===== src/sv/mhpq_pkg.sv =====
// Shared types and codes for the max-heap priority queue.
package mhpq_pkg;

    localparam int DEPTH_DEFAULT = 16;
    localparam int VALUE_W       = 32;
    localparam int COUNT_W       = 5;

    localparam logic ACT_INSERT = 1'b0;
    localparam logic ACT_REMOVE = 1'b1;

    localparam logic [1:0] ST_OK    = 2'd0;
    localparam logic [1:0] ST_EMPTY = 2'd1;
    localparam logic [1:0] ST_FULL  = 2'd2;

    // Command broadcast to every cell of the row.
    typedef struct packed {
        logic                       ins;
        logic                       rem;
        logic signed [VALUE_W-1:0]  value;
    } cmd_t;

    // What a cell shows its neighbors: its entry and whether a new value
    // goes ahead of that entry.
    typedef struct packed {
        logic                       vld;
        logic signed [VALUE_W-1:0]  val;
        logic                       ahead;
    } link_t;

endpackage


===== src/sv/mhpq_cell.sv =====
// One cell of the sorted row: holds one entry, shifts right on insert, left on remove.
module mhpq_cell
    import mhpq_pkg::*;
(
    input  logic  aclk,
    input  logic  aresetn,
    input  cmd_t  cmd,
    input  link_t left,
    input  link_t right,
    output link_t link
);

    logic                      vld_reg, vld_next;
    logic signed [VALUE_W-1:0] val_reg, val_next;
    logic                      ahead;

    // The row stays sorted largest first; a new word lands before the first
    // entry it beats, and equal entries keep their place ahead of it.
    assign ahead = !vld_reg || (cmd.value > val_reg);

    always_comb begin
        vld_next = vld_reg;
        val_next = val_reg;
        if (cmd.ins && ahead) begin
            if (left.ahead) begin
                vld_next = left.vld;
                val_next = left.val;
            end else begin
                vld_next = 1'b1;
                val_next = cmd.value;
            end
        end else if (cmd.rem) begin
            vld_next = right.vld;
            val_next = right.val;
        end
    end

    always_ff @(posedge aclk) begin
        if (!aresetn) begin
            vld_reg <= 1'b0;
        end else begin
            vld_reg <= vld_next;
        end
        val_reg <= val_next;
    end

    assign link.vld   = vld_reg;
    assign link.val   = val_reg;
    assign link.ahead = ahead;

endmodule


===== src/sv/max_heap_priority_queue.sv =====
// On accept the row of cells updates and the removed word and status are captured;
// the result register then takes them, with the top and count of the settled row.
// s_ready is low until the result is registered and while it waits on m_ready.
// Reset (aresetn low, synchronous) empties the queue, drops any pending result
// and holds s_ready low.
module max_heap_priority_queue
    import mhpq_pkg::*;
#(
    parameter int DEPTH = DEPTH_DEFAULT
) (
    input  logic                       aclk,
    input  logic                       aresetn,
    input  logic                       s_valid,
    output logic                       s_ready,
    input  logic                       s_action,
    input  logic signed [VALUE_W-1:0]  s_value,
    output logic                       m_valid,
    input  logic                       m_ready,
    output logic signed [VALUE_W-1:0]  m_removed_value,
    output logic [1:0]                 m_status,
    output logic signed [VALUE_W-1:0]  m_top_value,
    output logic [COUNT_W-1:0]         m_entry_count
);

    localparam int CW = $clog2(DEPTH + 1);

    link_t fwd [DEPTH];
    cmd_t  cmd;

    logic                      accept;
    logic                      full, empty;
    logic [CW-1:0]             count_reg, count_next;
    logic                      busy_reg;
    logic signed [VALUE_W-1:0] removed_reg;
    logic [1:0]                status_reg;
    logic                      m_valid_reg;
    logic signed [VALUE_W-1:0] m_removed_reg, m_top_reg;
    logic [1:0]                m_status_reg;
    logic [COUNT_W-1:0]        m_count_reg;
    logic [CW+COUNT_W-1:0]     count_ext;

    assign s_ready = aresetn && !busy_reg && (!m_valid_reg || m_ready);
    assign accept  = s_valid && s_ready;
    assign full    = (count_reg == CW'(DEPTH));
    assign empty   = (count_reg == '0);

    assign cmd.ins   = accept && (s_action == ACT_INSERT) && !full;
    assign cmd.rem   = accept && (s_action == ACT_REMOVE) && !empty;
    assign cmd.value = s_value;

    genvar i;
    generate
        for (i = 0; i < DEPTH; i++) begin : g_cell
            link_t left_in, right_in;
            if (i == 0) begin : g_head
                assign left_in = '{vld: 1'b0, val: '0, ahead: 1'b0};
            end else begin : g_mid_l
                assign left_in = fwd[i-1];
            end
            if (i == DEPTH - 1) begin : g_tail
                assign right_in = '{vld: 1'b0, val: '0, ahead: 1'b0};
            end else begin : g_mid_r
                assign right_in = fwd[i+1];
            end
            mhpq_cell u_cell (
                .aclk    (aclk),
                .aresetn (aresetn),
                .cmd     (cmd),
                .left    (left_in),
                .right   (right_in),
                .link    (fwd[i])
            );
        end
    endgenerate

    always_comb begin
        count_next = count_reg;
        if (cmd.ins) begin
            count_next = count_reg + CW'(1);
        end else if (cmd.rem) begin
            count_next = count_reg - CW'(1);
        end
    end

    // Report the count modulo the field width.
    assign count_ext = {{COUNT_W{1'b0}}, count_reg};

    always_ff @(posedge aclk) begin
        if (!aresetn) begin
            count_reg   <= '0;
            busy_reg    <= 1'b0;
            m_valid_reg <= 1'b0;
        end else begin
            count_reg <= count_next;
            busy_reg  <= accept;
            if (busy_reg) begin
                m_valid_reg <= 1'b1;
            end else if (m_ready) begin
                m_valid_reg <= 1'b0;
            end
        end
    end

    // Capture the removed word and status at accept; the row updates at the same edge.
    always_ff @(posedge aclk) begin
        if (accept) begin
            removed_reg <= cmd.rem ? fwd[0].val : '0;
            priority if (s_action == ACT_INSERT && full) begin
                status_reg <= ST_FULL;
            end else if (s_action == ACT_REMOVE && empty) begin
                status_reg <= ST_EMPTY;
            end else begin
                status_reg <= ST_OK;
            end
        end
        if (busy_reg) begin
            m_removed_reg <= removed_reg;
            m_status_reg  <= status_reg;
            m_top_reg     <= fwd[0].vld ? fwd[0].val : '0;
            m_count_reg   <= count_ext[COUNT_W-1:0];
        end
    end

    assign m_valid         = m_valid_reg;
    assign m_removed_value = m_removed_reg;
    assign m_status        = m_status_reg;
    assign m_top_value     = m_top_reg;
    assign m_entry_count   = m_count_reg;

endmodule


===== config.mk =====
export PLATFORM = sky130hd
export DESIGN_NAME = max_heap_priority_queue
export DESIGN_NICKNAME = d
export VERILOG_FILES = /design/src/sv/mhpq_pkg.sv /design/src/sv/mhpq_cell.sv /design/src/sv/max_heap_priority_queue.sv
export SDC_FILE = /design/constraint.sdc
export NUM_CORES = 2
export LEC_CHECK = 0
export ABC_AREA = 0
export BUFFER_PORTS_ARGS = -buffer_cell sky130_fd_sc_hd__buf_4
export CAP_MARGIN = 10
export CORE_UTILIZATION = 29
export DETAILED_ROUTE_END_ITERATION = 12
export PLACE_DENSITY = 0.51
export SLEW_MARGIN = 20
export SYNTH_ARGS = -nofsm -noshare
export SYNTH_HDL_FRONTEND = slang
export SYNTH_SLANG_ARGS = --single-unit

===== constraint.sdc =====
create_clock -name aclk -period 6.8 [get_ports aclk]
set_clock_uncertainty 0.05 [all_clocks]
set_input_delay 1.02 -clock aclk [delete_from_list [all_inputs] [get_ports aclk]]
set_output_delay 1.02 -clock aclk [all_outputs]
set_load 0.05 [all_outputs]

==> impl.org <==
** Global route
- The first global-routing pass estimated 185 mm of wire.
- The number of antenna violations at the first check in global routing is 1.
- Entering global routing, the biggest net connects 116 pins.
- Across every metal layer, demand over resource in global routing totals 0.153.
- Remaining global-route overflow :: 0
- The via count of the first global-routing pass was 31700.

** Synthesis
- Yosys synthesis warning count :: 0
- The mapped netlist covers 0.0436 mm2.
- Sequential share of the synthesized area :: 0.436
- Leading cell type by number of instances after synthesis :: edfxtp_1
- Counting distinct cell types in the post-synthesis netlist gives 74.
- Synthesized netlist cell count :: 4327
- When the netlist entered floorplanning its net count stood at 4880.
- Proportion of netlist area held by the largest area contributor :: 0.425
- Post-synthesis area per instance :: 10.1 um2
- Counting flops and latches in the post-synthesis netlist gives 640.
- Prevailing post-synth register cell :: edfxtp_1
- In the synthesized netlist the async set-or-reset flop fraction comes to 0.
- In the synthesized netlist, the cells that appear most often are edfxtp_1 (617), a21oi_1 (607), inv_1 (536), ha_1 (515), mux2i_1 (509).
- Dominant cell type by area after synthesis :: edfxtp_1
- Dominant cells by area after synthesis :: edfxtp_1 (43%), ha_1 (15%), mux2i_1 (12%), a21oi_1 (7.0%), inv_1 (4.6%)
- Count of flip-flops with a built-in enable after synthesis :: 617

** STA
- The worst pin sits at a relative slew slack of 0.294.
- Setup violators final :: 0
- Hold timing on the final database bottoms out at a slack of 0.367 ns.
- For this run, the top clock speed supported by timing is 216 MHz.
- The total count of hold-check failures in the final report was 0.
- Period minus WS final :: 4.62 ns
- Dividing the final minimum period by the clock period gives 0.680.
- Sum of negative setup slack :: 0 ns
- At the pin with the least slew margin, the transition time is 1.06 ns.
- The number of pins with negative max-slew slack in the final report was 0.
- Slack of the critical path :: 2.18 ns
- Setup repair after global routing left no endpoint under its margin.

** Job
- Across the run, the number of max-cap violations was 0.

** Floorplan
- Row generation in the floorplan step produced 141 rows.
- Overall die height :: 390 um
- Area enclosed by the die boundary :: 0.152 mm2
- Core region area :: 0.148 mm2
- For this configuration, the core starts out at a cell density of 0.294.
- From left edge to right edge, the die measures 390 um.
- In this run the count of I/O pins placed on the die edge is 110.

** Setup path
- By instance count, the cell type seen most on the critical path is buf_4.
- Number of buffer and inverter stages on the critical path :: 3
- In this design, the largest share of critical-path delay is due to simple AND/OR/NAND/NOR gates.
- Kind of start point of the critical path :: input pin
- At the worst endpoint, the arrival time is 4.92 ns.
- The worst setup path is captured at a register.
- The critical path is of the in -> reg type.
- Crit Path Max Fanout :: 67
- CP max stage delay :: 0.67 ns
- Walking the worst path, the cells encountered are buf_4 -> ha_1 -> nand4_1 -> nor4_1 -> nand3_1 -> a21oi_1 -> a2111oi_0 -> or4_2 -> buf_4 -> nand2_1 -> buf_4.
- The slowest stage of the critical path belongs to the cell or4_2.
- For the worst setup path, the data required time is 7.09 ns.

** Drt
- Routed vias :: 31600
- ANT nets after route :: 0
- Residual DRC count :: 0
- The routed design has 117 mm of wire.
- First-pass DRT Iterations :: 5
- Wire length per cell :: 18.3 um
- Number of vias per cell :: 4.93
- Count of routing violations after the opening detailed-route iteration :: 1967

** Placement
- Estimated wirelength of the detail-placed design :: 88.3 mm
- After detailed placement, the total cell area comes to 0.0466 mm2.
- Pre-CTS WS :: 1.48 ns
- Routability-driven placement finished with a final weighted congestion of 0.819.
- The count of buffers added on input and output ports is 109.

** Power and ir drop
- The worst-case IR drop observed on VDD is 0.157 mV.
- Summed over all cells, the static leakage comes to 22.8 nW.
- P per Cell Area :: 215 mW/mm2

** Outcome
- The run finished with clean final reports.

** Cells and area
- Compared with the post-synthesis result, the final layout area differs by 12.4%.
- Fin area :: 0.0490 mm2
- Share of post-route cells with drive strength above 1 :: 0.0720
- The register with the most flip-flops in the layout has 512 of them.
- Final-stage net count :: 4896

** Clocking
- Clock-pin slew was measured on the worst setup and hold paths at 0.05 ns.
- Hold buffer count at cts :: 0
- In this run the post-CTS setup repair buffer count came out at 0.
- TritonCTS built the clock tree.
- The H-tree generated during clock tree synthesis spans 3 levels.
- Resized cells post-CTS :: 0
- Counting along the longest clock path gives a buffer depth of 3.
- Clock tree synthesis found a total of 640 sinks.
- Root buffer selected by CTS :: clkbuf_16
- At the later pin of the worst-skew pair, clock insertion delay measures 0.66 ns.
- Clock buffer count from CTS :: 78

** Min path
- Type of the worst min-delay path :: reg -> reg
[power by group]
part	switching (W)	internal, W	total [W]
sequential	0.000156	0.00462	0.00478
clock	0.00177	0.00227	0.00404
combinational	0.00108	0.000610	0.00169
[final timing paths]
kind / depth (start not counted) / end / slack, ns / start
worst max register to register: 11 / g_cell[9].u_cell.val_reg[25] / 2.42 / g_cell[9].u_cell.val_reg[27]
worst max-delay path: 11 / g_cell[9].u_cell.val_reg[25] / 2.18 / s_value[26]
worst min-delay path: 0 / m_removed_value[20] / 0.37 / removed_reg[20]
worst min register to register: 0 / m_removed_value[20] / 0.37 / removed_reg[20]
[layout by cell type, fill, tap and decap left out, drive strengths merged, types with 45 or more instances in the layout]
cell      n
a21o     88
a21oi   607
a31oi    45
buf     165
clkbuf  103
edfxtp  617
ha      515
inv     542
mux2i   509
nand2   181
nand4   114
nor2    327
nor3     59
o211ai   53
o21ai   136
[per-layer routing]
metal | wire length, um | part of all wire | up-vias | global-route usage
met2 | 52700 | 0.45 | 671 | 0.248
met5 | 0 | 0 | - | 0
met4 | 3250 | 0.028 | 0 | 0.0472
met1 | 56600 | 0.48 | 15000 | 0.210
li1 | - | - | 15800 | -
met3 | 4800 | 0.041 | 160 | 0.0196
[area by class of cell]
type	count	area, um2
Clock buffer	103	2080
Timing Repair Buffer	165	1260
Multi-Input combinational cell	2920	21800
Clock inverter	37	312
Fill cell	15200	99400
Antenna cell	1	2.50
Tap cell	2002	2500
Sequential cell	640	19000
Inverter	538	2020
[metrics by stage]
step,cells,utilization,power (W)
floorplan,4327,-,0.00598
global placement,6265,0.314,0.00651
detailed placement,6265,0.314,0.00656
CTS,6405,0.330,0.0106
global route,6406,0.330,0.0110
finish,6406,0.330,0.0105
[cells by family (layout without fill, tap and decap cells)]
| kind of cell | after synthesis | after routing | synth area share |
|---|---|---|---|
| AO/OA/AOI/OAI | 1058 | 1058 | 0.140 |
| AND/OR/NAND/NOR | 827 | 827 | 0.0883 |
| buffers and inverters | 767 | 843 | 0.0680 |
| flip-flops | 640 | 640 | 0.436 |
| adder cells (fa/ha/maj) | 516 | 516 | 0.148 |
| multiplexers | 515 | 515 | 0.118 |
| XOR/XNOR | 4 | 4 | 0.000804 |
| other | 0 | 1 | 0 |
No activity file was read; power rests on OpenSTA's default activity.
